## src/rtl/kuz_pkg.sv

```systemverilog
// ----------------------------------------------------------------------------
// kuz_pkg
// Types, constants and GF(2^8) helpers for the Kuznyechik cipher unit.
// ----------------------------------------------------------------------------
package kuz_pkg;

    localparam int unsigned BLK_W = 128;
    localparam int unsigned KEY_REG_W = 64;
    localparam int unsigned NUM_RKEYS = 10;
    localparam int unsigned KS_ROUNDS = 32;

    typedef logic [BLK_W-1:0] t_blk;
    typedef logic [1:0] t_cfg_idx;

    localparam t_cfg_idx CFG_K1_HI = 2'd0;
    localparam t_cfg_idx CFG_K1_LO = 2'd1;
    localparam t_cfg_idx CFG_K2_HI = 2'd2;
    localparam t_cfg_idx CFG_K2_LO = 2'd3;

    typedef enum logic [2:0] {
        ST_IDLE,
        ST_KSCHED,
        ST_ENC,
        ST_DEC,
        ST_DONE
    } t_state;

    typedef enum logic [2:0] {
        CMD_NONE,
        CMD_LOAD,
        CMD_KS_STEP,
        CMD_ENC_STEP,
        CMD_DEC_STEP
    } t_dp_cmd;

    typedef struct packed {
        t_dp_cmd     cmd;
        logic [4:0]  ks_idx;
        logic [3:0]  rk_idx;
        logic        first;
        logic        last;
    } t_ctrl;

    localparam logic [7:0] SBOX [256] = '{
        8'd252,8'd238,8'd221,8'd17,8'd207,8'd110,8'd49,8'd22,
        8'd251,8'd196,8'd250,8'd218,8'd35,8'd197,8'd4,8'd77,
        8'd233,8'd119,8'd240,8'd219,8'd147,8'd46,8'd153,8'd186,
        8'd23,8'd54,8'd241,8'd187,8'd20,8'd205,8'd95,8'd193,
        8'd249,8'd24,8'd101,8'd90,8'd226,8'd92,8'd239,8'd33,
        8'd129,8'd28,8'd60,8'd66,8'd139,8'd1,8'd142,8'd79,
        8'd5,8'd132,8'd2,8'd174,8'd227,8'd106,8'd143,8'd160,
        8'd6,8'd11,8'd237,8'd152,8'd127,8'd212,8'd211,8'd31,
        8'd235,8'd52,8'd44,8'd81,8'd234,8'd200,8'd72,8'd171,
        8'd242,8'd42,8'd104,8'd162,8'd253,8'd58,8'd206,8'd204,
        8'd181,8'd112,8'd14,8'd86,8'd8,8'd12,8'd118,8'd18,
        8'd191,8'd114,8'd19,8'd71,8'd156,8'd183,8'd93,8'd135,
        8'd21,8'd161,8'd150,8'd41,8'd16,8'd123,8'd154,8'd199,
        8'd243,8'd145,8'd120,8'd111,8'd157,8'd158,8'd178,8'd177,
        8'd50,8'd117,8'd25,8'd61,8'd255,8'd53,8'd138,8'd126,
        8'd109,8'd84,8'd198,8'd128,8'd195,8'd189,8'd13,8'd87,
        8'd223,8'd245,8'd36,8'd169,8'd62,8'd168,8'd67,8'd201,
        8'd215,8'd121,8'd214,8'd246,8'd124,8'd34,8'd185,8'd3,
        8'd224,8'd15,8'd236,8'd222,8'd122,8'd148,8'd176,8'd188,
        8'd220,8'd232,8'd40,8'd80,8'd78,8'd51,8'd10,8'd74,
        8'd167,8'd151,8'd96,8'd115,8'd30,8'd0,8'd98,8'd68,
        8'd26,8'd184,8'd56,8'd130,8'd100,8'd159,8'd38,8'd65,
        8'd173,8'd69,8'd70,8'd146,8'd39,8'd94,8'd85,8'd47,
        8'd140,8'd163,8'd165,8'd125,8'd105,8'd213,8'd149,8'd59,
        8'd7,8'd88,8'd179,8'd64,8'd134,8'd172,8'd29,8'd247,
        8'd48,8'd55,8'd107,8'd228,8'd136,8'd217,8'd231,8'd137,
        8'd225,8'd27,8'd131,8'd73,8'd76,8'd63,8'd248,8'd254,
        8'd141,8'd83,8'd170,8'd144,8'd202,8'd216,8'd133,8'd97,
        8'd32,8'd113,8'd103,8'd164,8'd45,8'd43,8'd9,8'd91,
        8'd203,8'd155,8'd37,8'd208,8'd190,8'd229,8'd108,8'd82,
        8'd89,8'd166,8'd116,8'd210,8'd230,8'd244,8'd180,8'd192,
        8'd209,8'd102,8'd175,8'd194,8'd57,8'd75,8'd99,8'd182
    };

    localparam logic [7:0] LCOEF [16] = '{
        8'd1, 8'd148, 8'd32, 8'd133, 8'd16, 8'd194, 8'd192, 8'd1,
        8'd251, 8'd1, 8'd192, 8'd194, 8'd16, 8'd133, 8'd32, 8'd148
    };

    function automatic logic [7:0] gf_mul(input logic [7:0] a, input logic [7:0] b);
        logic [8:0] x;
        logic [7:0] acc;
        x = {1'b0, a};
        acc = '0;
        for (int i = 0; i < 8; i++) begin
            if (b[i]) acc = acc ^ x[7:0];
            x = {x[7:0], 1'b0};
            if (x[8]) x = x ^ 9'h1C3;
        end
        return acc;
    endfunction

    function automatic logic [7:0] sbox_inv(input logic [7:0] y);
        logic [7:0] r;
        r = '0;
        for (int i = 0; i < 256; i++) begin
            if (SBOX[i] == y) r = 8'(i);
        end
        return r;
    endfunction

    function automatic logic [7:0] lin_sum(input t_blk v);
        logic [7:0] s;
        s = '0;
        for (int i = 0; i < 16; i++) s = s ^ gf_mul(LCOEF[i], v[8*i +: 8]);
        return s;
    endfunction

    function automatic t_blk lin_fwd(input t_blk v);
        t_blk t;
        t = v;
        for (int r = 0; r < 16; r++) t = {lin_sum(t), t[BLK_W-1:8]};
        return t;
    endfunction

    function automatic t_blk lin_inv(input t_blk v);
        t_blk t;
        t = v;
        for (int r = 0; r < 16; r++) t = {t[BLK_W-9:0], lin_sum({t[BLK_W-9:0], t[BLK_W-1 -: 8]})};
        return t;
    endfunction

    function automatic t_blk sub_fwd(input t_blk v);
        t_blk t;
        for (int i = 0; i < 16; i++) t[8*i +: 8] = SBOX[v[8*i +: 8]];
        return t;
    endfunction

    function automatic t_blk sub_inv(input t_blk v);
        t_blk t;
        for (int i = 0; i < 16; i++) t[8*i +: 8] = sbox_inv(v[8*i +: 8]);
        return t;
    endfunction

    function automatic t_blk ks_const(input logic [4:0] idx);
        return lin_fwd({120'd0, 3'd0, idx} + t_blk'(1));
    endfunction

endpackage

```

## src/rtl/kuz_ctrl.sv

```systemverilog
// ----------------------------------------------------------------------------
// kuz_ctrl
// Sequencer: key schedule, then ten encryption or decryption round steps.
// ----------------------------------------------------------------------------
module kuz_ctrl (
    input  logic            i_clk,
    input  logic            i_rst_n,
    input  logic            i_in_valid,
    input  logic            i_opcode,
    input  logic            i_out_stall,
    output logic            o_in_stall,
    output logic            o_out_valid,
    output kuz_pkg::t_ctrl  o_ctrl
);

    kuz_pkg::t_state r_state, n_state;
    logic [4:0] r_cnt, n_cnt;
    logic       r_dec, n_dec;

    always_ff @(posedge i_clk) begin
        if (!i_rst_n) begin
            r_state <= kuz_pkg::ST_IDLE;
            r_cnt   <= '0;
            r_dec   <= 1'b0;
        end else begin
            r_state <= n_state;
            r_cnt   <= n_cnt;
            r_dec   <= n_dec;
        end
    end

    always_comb begin
        n_state = r_state;
        n_cnt = r_cnt;
        n_dec = r_dec;
        o_in_stall = 1'b1;
        o_out_valid = 1'b0;
        o_ctrl = '{cmd: kuz_pkg::CMD_NONE, ks_idx: r_cnt, rk_idx: r_cnt[3:0],
                   first: (r_cnt == '0), last: 1'b0};
        unique case (r_state)
            kuz_pkg::ST_IDLE: begin
                o_in_stall = 1'b0;
                if (i_in_valid) begin
                    o_ctrl.cmd = kuz_pkg::CMD_LOAD;
                    n_dec = i_opcode;
                    n_cnt = '0;
                    n_state = kuz_pkg::ST_KSCHED;
                end
            end
            kuz_pkg::ST_KSCHED: begin
                o_ctrl.cmd = kuz_pkg::CMD_KS_STEP;
                o_ctrl.last = (r_cnt[2:0] == 3'd7);
                n_cnt = r_cnt + 5'd1;
                if (r_cnt == 5'(kuz_pkg::KS_ROUNDS - 1)) begin
                    n_cnt = '0;
                    n_state = r_dec ? kuz_pkg::ST_DEC : kuz_pkg::ST_ENC;
                end
            end
            kuz_pkg::ST_ENC, kuz_pkg::ST_DEC: begin
                o_ctrl.cmd = (r_state == kuz_pkg::ST_ENC) ? kuz_pkg::CMD_ENC_STEP
                                                          : kuz_pkg::CMD_DEC_STEP;
                o_ctrl.rk_idx = (r_state == kuz_pkg::ST_ENC) ? r_cnt[3:0]
                                                             : 4'(9 - r_cnt[3:0]);
                n_cnt = r_cnt + 5'd1;
                if (r_cnt == 5'(kuz_pkg::NUM_RKEYS - 1)) begin
                    n_state = kuz_pkg::ST_DONE;
                end
            end
            kuz_pkg::ST_DONE: begin
                o_out_valid = 1'b1;
                if (!i_out_stall) begin
                    n_state = kuz_pkg::ST_IDLE;
                end
            end
            default: n_state = kuz_pkg::ST_IDLE;
        endcase
    end

endmodule

```

## config.mk

```make
export PLATFORM = sky130hd
export DESIGN_NAME = kuz_ctrl
export DESIGN_NICKNAME = d
export VERILOG_FILES = /design/src/rtl/kuz_pkg.sv /design/src/rtl/kuz_ctrl.sv
export SDC_FILE = /design/constraint.sdc
export NUM_CORES = 1
export LEC_CHECK = 0
export ABC_AREA = 1
export BUFFER_PORTS_ARGS = -buffer_cell sky130_fd_sc_hd__buf_2
export CAP_MARGIN = 5
export CORE_MARGIN = 3
export CORE_UTILIZATION = 48
export CTS_CLUSTER_DIAMETER = 60
export CTS_CLUSTER_SIZE = 14
export DETAILED_ROUTE_END_ITERATION = 7
export PLACE_DENSITY = 0.87
export SETUP_SLACK_MARGIN = 0.5
export SLEW_MARGIN = 5
export SYNTH_ARGS = -nofsm -noshare
export SYNTH_HDL_FRONTEND = slang
export SYNTH_SLANG_ARGS = --single-unit
```

## constraint.sdc

```tcl
create_clock -name i_clk -period 1.7 [get_ports i_clk]
set_input_delay 0.51 -clock i_clk [delete_from_list [all_inputs] [get_ports i_clk]]
set_output_delay 0.51 -clock i_clk [all_outputs]
set_load 0.01 [all_outputs]
```

==> results of run 1 <==
==> metrics by stage <==
stage / cell area [µm²] / worst slack, ns
4_1_cts: 1120 / -0.0436
2_1_floorplan: 754 / 0.261
3_3_place_gp: 872 / 0.185
3_5_place_dp: 872 / 0.146
==> logic make-up after synthesis <==
group,Yosys count,share of synthesized area
and+or+nand+nor,48,0.339
buffers and inverters,16,0.100
AOI/OAI and AO/OA,13,0.108
DFF,9,0.277
adders and majority gates,7,0.135
xor gates and xnor gates,3,0.0405
==> repair_timing <==
| action | CTS |
|---|---|
| setup endpoints to repair | 24 |
| gates resized for setup | 30 |
| buffers inserted | 11 |
| endpoints found under the hold margin | 0 |
| gates cloned | 0 |
| pin swaps | 9 |
==> metrics.md, run 1 <==
| Metric | Value |
|---|---|
| Run status | `stopped before the end` |
| Fail Step | `global routing` |
| First Err | `[ERROR DPL-0038] Utilization greater than 100%, impossible to legalize` |
| Synth Warn # | `0` |
| # rows | `12` |
| Worst ep type | `top-level output` |
| Num CTS Buffers | `3` |
| Post-synthesis sequential area ratio | `0.277` |
| DP HPWL | `1230 µm` |
| Placed cells | `130` |
| Register bit total from synthesis | `9` |
| Synthesized area per cell | `6.76 µm²` |
| Die Wd | `42.8 µm` |
| Die H | `42.8 µm` |
| Clock sink count | `9` |
| Pin count of the biggest net entering global routing | `7` |
| Io pins | `21` |
| Gpl congestion | `0.769` |
| Clk buf depth | `2` |
| Port bufs | `20` |
| Worst setup endpoint GRT | `o_ctrl[2]` |
| Synthesized cell area | `649 µm²` |
| CTS Hold Bufs | `0` |
| Synth top area cells | `dfxtp_1, ha_1, nand2_1, nor2_1, inv_1` |
| H-tree lvl count | `1` |
| Most common flop cell mapped by yosys | `dfxtp_1` |
| Area leader, netlist | `dfxtp_1` |
| Most frequent cell after synthesis | `nand2_1` |
| CTS root buf | `clkbuf_4` |
| Synth Net Count | `108` |
| Post-synth top cells | `nand2_1, nor2_1, inv_1, dfxtp_1, ha_1` |
| Yosys top cell area share | `0.277` |
| Post-synth EDFFs | `0` |
| Starting density of the core | `0.547` |
| Library cells used by synthesis | `22` |
| Syn Inst Count | `96` |
| Async set-reset flop share out of synthesis | `0` |
==> run 2, diff against run 1 <==
--- a/config.mk
+++ b/config.mk
@@ -8,13 +8,10 @@
 export ABC_AREA = 1
 export BUFFER_PORTS_ARGS = -buffer_cell sky130_fd_sc_hd__buf_2
 export CAP_MARGIN = 5
-export CORE_MARGIN = 3
-export CORE_UTILIZATION = 48
-export CTS_CLUSTER_DIAMETER = 60
-export CTS_CLUSTER_SIZE = 14
+export CORE_AREA = 3 3 64 66
 export DETAILED_ROUTE_END_ITERATION = 7
-export PLACE_DENSITY = 0.87
-export SETUP_SLACK_MARGIN = 0.5
+export DIE_AREA = 0 0 67 69
+export PLACE_DENSITY_LB_ADDON = 0.15
 export SLEW_MARGIN = 5
 export SYNTH_ARGS = -nofsm -noshare
 export SYNTH_HDL_FRONTEND = slang
==> run 2 against run 1 <==
  * The flow now finishes, with violations (setup timing)
  * Synthesized cell count stayed put
  * Synthesized area stayed put
==> metrics.md, run 2 <==
| Metric | Value |
|---|---|
| CP Max Fanout | `5` |
| Pin count of the biggest net entering global routing | `8` |
| Synth Warn # | `0` |
| TritonRoute pass-1 iters | `4` |
| Area occupied by multi-input gates | `427 µm²` |
| Post-synth top cells | `nand2_1, nor2_1, inv_1, dfxtp_1, ha_1` |
| Synth Net Count | `108` |
| Slew Limit Headroom | `0.833` |
| Most common flop cell mapped by yosys | `dfxtp_1` |
| GRT overflow | `0` |
| Clock sink count | `9` |
| Final slew viol count | `0` |
| Arrival time at the worst endpoint | `1.20 ns` |
| Most common cell after layout, fill and taps aside | `nand2_1` |
| Synthesized area per cell | `6.76 µm²` |
| Worst path slowest cell | `dfxtp_4` |
| Finished Layout Cells | `176` |
| Tcrit/Tclk final | `1.01` |
| Area Growth Syn to Fin | `48.2%` |
| Register bit total from synthesis | `9` |
| Utilization after layout | `0.265` |
| Post-synth EDFFs | `0` |
| Gpl congestion | `0.787` |
| Max FFs per register | `5` |
| Worst setup margin | `-0.00850 ns` |
| Post-route ant nets | `0` |
| Final WL | `1860 µm` |
| Synth top area cells | `dfxtp_1, ha_1, nand2_1, nor2_1, inv_1` |
| Worst path max stage delay | `0.36 ns` |
| Failing checks | `setup timing` |
| CTS Hold Bufs | `0` |
| Async set-reset flop share out of synthesis | `0` |
| Placed cells | `165` |
| Tot GR Track Use | `0.0865` |
| Hold Crit Start | `r_dec` |
| Die H | `69 µm` |
| Io pins | `21` |
| Post-Layout Inst Area | `962 µm²` |
| Post-Synth Simple-Gate Area | `0.339` |
| # fillers | `416` |
| Synthesized cell area | `649 µm²` |
| Initial antenna violation count | `0` |
| H-tree lvl count | `1` |
| Final hold viol count | `0` |
| Leak | `0.000492 µW` |
| Worst vdd ir | `0.275 mV` |
| Area leader, netlist | `dfxtp_1` |
| Max Cap Viol | `0` |
| CTS tree | `yes` |
| Library cells used by synthesis | `22` |
| CTS root buf | `clkbuf_8` |
| Starting density of the core | `0.179` |
| Setup Skew | `0.00751 ns` |
| Vias in the first global route | `665` |
| Post-route DRC | `0` |
| Critical R2R Launch | `r_cnt[1]` |
| Antenna Cells | `0` |
| Synth Area in XOR/XNOR | `0.0405` |
| Critical Path Source | `r_state[2]` |
| Die area | `0.00462 mm²` |
| Adder-cell share of the synthesized area | `0.135` |
| Post-synthesis mux area share | `0` |
| Min Hold Slack | `0.483 ns` |
| Final Setup Violations | `2` |
| Post-DR wirelength/cell | `10.6 µm` |
| CP Class | `flop to output pin` |
| Flop-to-flop setup slack | `0.18 ns` |
| 1st-iter DRT viols | `18` |
| Syn Inst Count | `96` |
| Core area | `0.00363 mm²` |
| Die Wd | `67 µm` |
| Worst Hold Class | `flop to flop` |
| Crit end category | `output pin` |
| RSZ-0062 raised after global routing | `true` |
| Largest Register | `r_cnt` |
| Run status | `finished with violations` |
| PD cells | `1590 mW/mm²` |
| Post-synthesis sequential area ratio | `0.277` |
| Placed Area | `820 µm²` |
| Via density per instance | `3.94` |
| Crit path launch type | `flop` |
| Final net count | `141` |
| Commonest cells after routing, fill and taps aside | `nand2_1, buf_2, nor2_1, buf_4, inv_1` |
| Yosys top cell area share | `0.277` |
| Skew-Pair Late Insertion Delay | `0.24 ns` |
| Cells along the critical path | `inv_4 > nand2_4 > nor2_4 > nand2_1 > xor2_1 > buf_2` |
| Share of cells above drive strength 1 | `0.422` |
| First-pass GRT wire length | `2970 µm` |
| Biggest regs | `r_cnt: 5 flops, r_state: 3 flops, r_dec: 1 flops` |
| DP HPWL | `1400 µm` |
| Compound-Gate Fraction of Synth Area | `0.108` |
| Port bufs | `20` |
| Num CTS Buffers | `3` |
| Total power | `1530 µW` |
| Post-route minimum period | `1.71 ns` |
| Worst-margin pin slew | `0.249 ns` |
| # rows | `22` |
| Via Count | `693` |
| Most frequent cell after synthesis | `nand2_1` |
| Main combinational cell family by area after synthesis | `simple AND/OR/NAND/NOR gates` |
| Critical Path RT | `1.19 ns` |
| Clock Pin Slew Worst Setup and Hold Paths | `0.05 ns` |
| Register area | `196 µm²` |
| Clk buf depth | `2` |
| Max Fclk | `585 MHz` |
-- run 2: cell counts after synthesis --
No cell type changed its count.
-- run 2: logic make-up after synthesis --
family                   after synthesis
buffers and inverters                 16
XOR/XNOR                               3
adder cells (fa/ha/maj)                7
flip-flops                             9
AO/OA/AOI/OAI                         13
AND/OR/NAND/NOR                       48
-- run 2: metal layers --
layer	global-route usage	part of all wire
met5	0	0
met3	0.0163	0.031
met2	0.145	0.55
met4	0.0676	0.033
met1	0.0911	0.39
-- run 2: critical path: cells and delay by family, from the launching register on --
family	cells	cell delay [ns]
xor+xnor	1	0.14
simple gates	3	0.27
flops	1	0.36
buf+inv	2	0.20
-- run 2: where the power goes --
part	internal, µW	switching (µW)	total (µW)
Clock	165	97.5	262
Sequential	282	69.8	352
Combinational	392	521	913
-- run 2: worst paths after layout --
kind / endpoint / depth (start not counted)
worst max-delay path: o_ctrl[5] / 6
worst min-delay path: r_dec / 2
worst max register to register: r_cnt[2] / 8
worst min register to register: r_dec / 2
-- run 2: per-stage QoR --
stage	worst slack, ns	TNS (ns)
3_5_place_dp	0.103	0
3_3_place_gp	0.103	0
6_report	-0.00850	-0.0111
2_1_floorplan	0.159	0
4_1_cts	-0.0336	-0.0663
5_1_grt	-0.0715	-0.326
-- run 2: area by class of cell --
class                   instances  area share
well taps                      48      0.0624
inverters                      14      0.0572
multi-input cells              71       0.443
clock buffers                   4      0.0468
flip-flops and latches          9       0.204
repair buffers                 30       0.186
-- run 2: repair_timing --
action | in CTS | in global routing
gates resized for setup | 10 | 9
pin swaps | 3 | 4
endpoints found under the setup margin | 6 | 7
buffers inserted | 4 | 3
No activity file was read; power rests on OpenSTA's default activity.
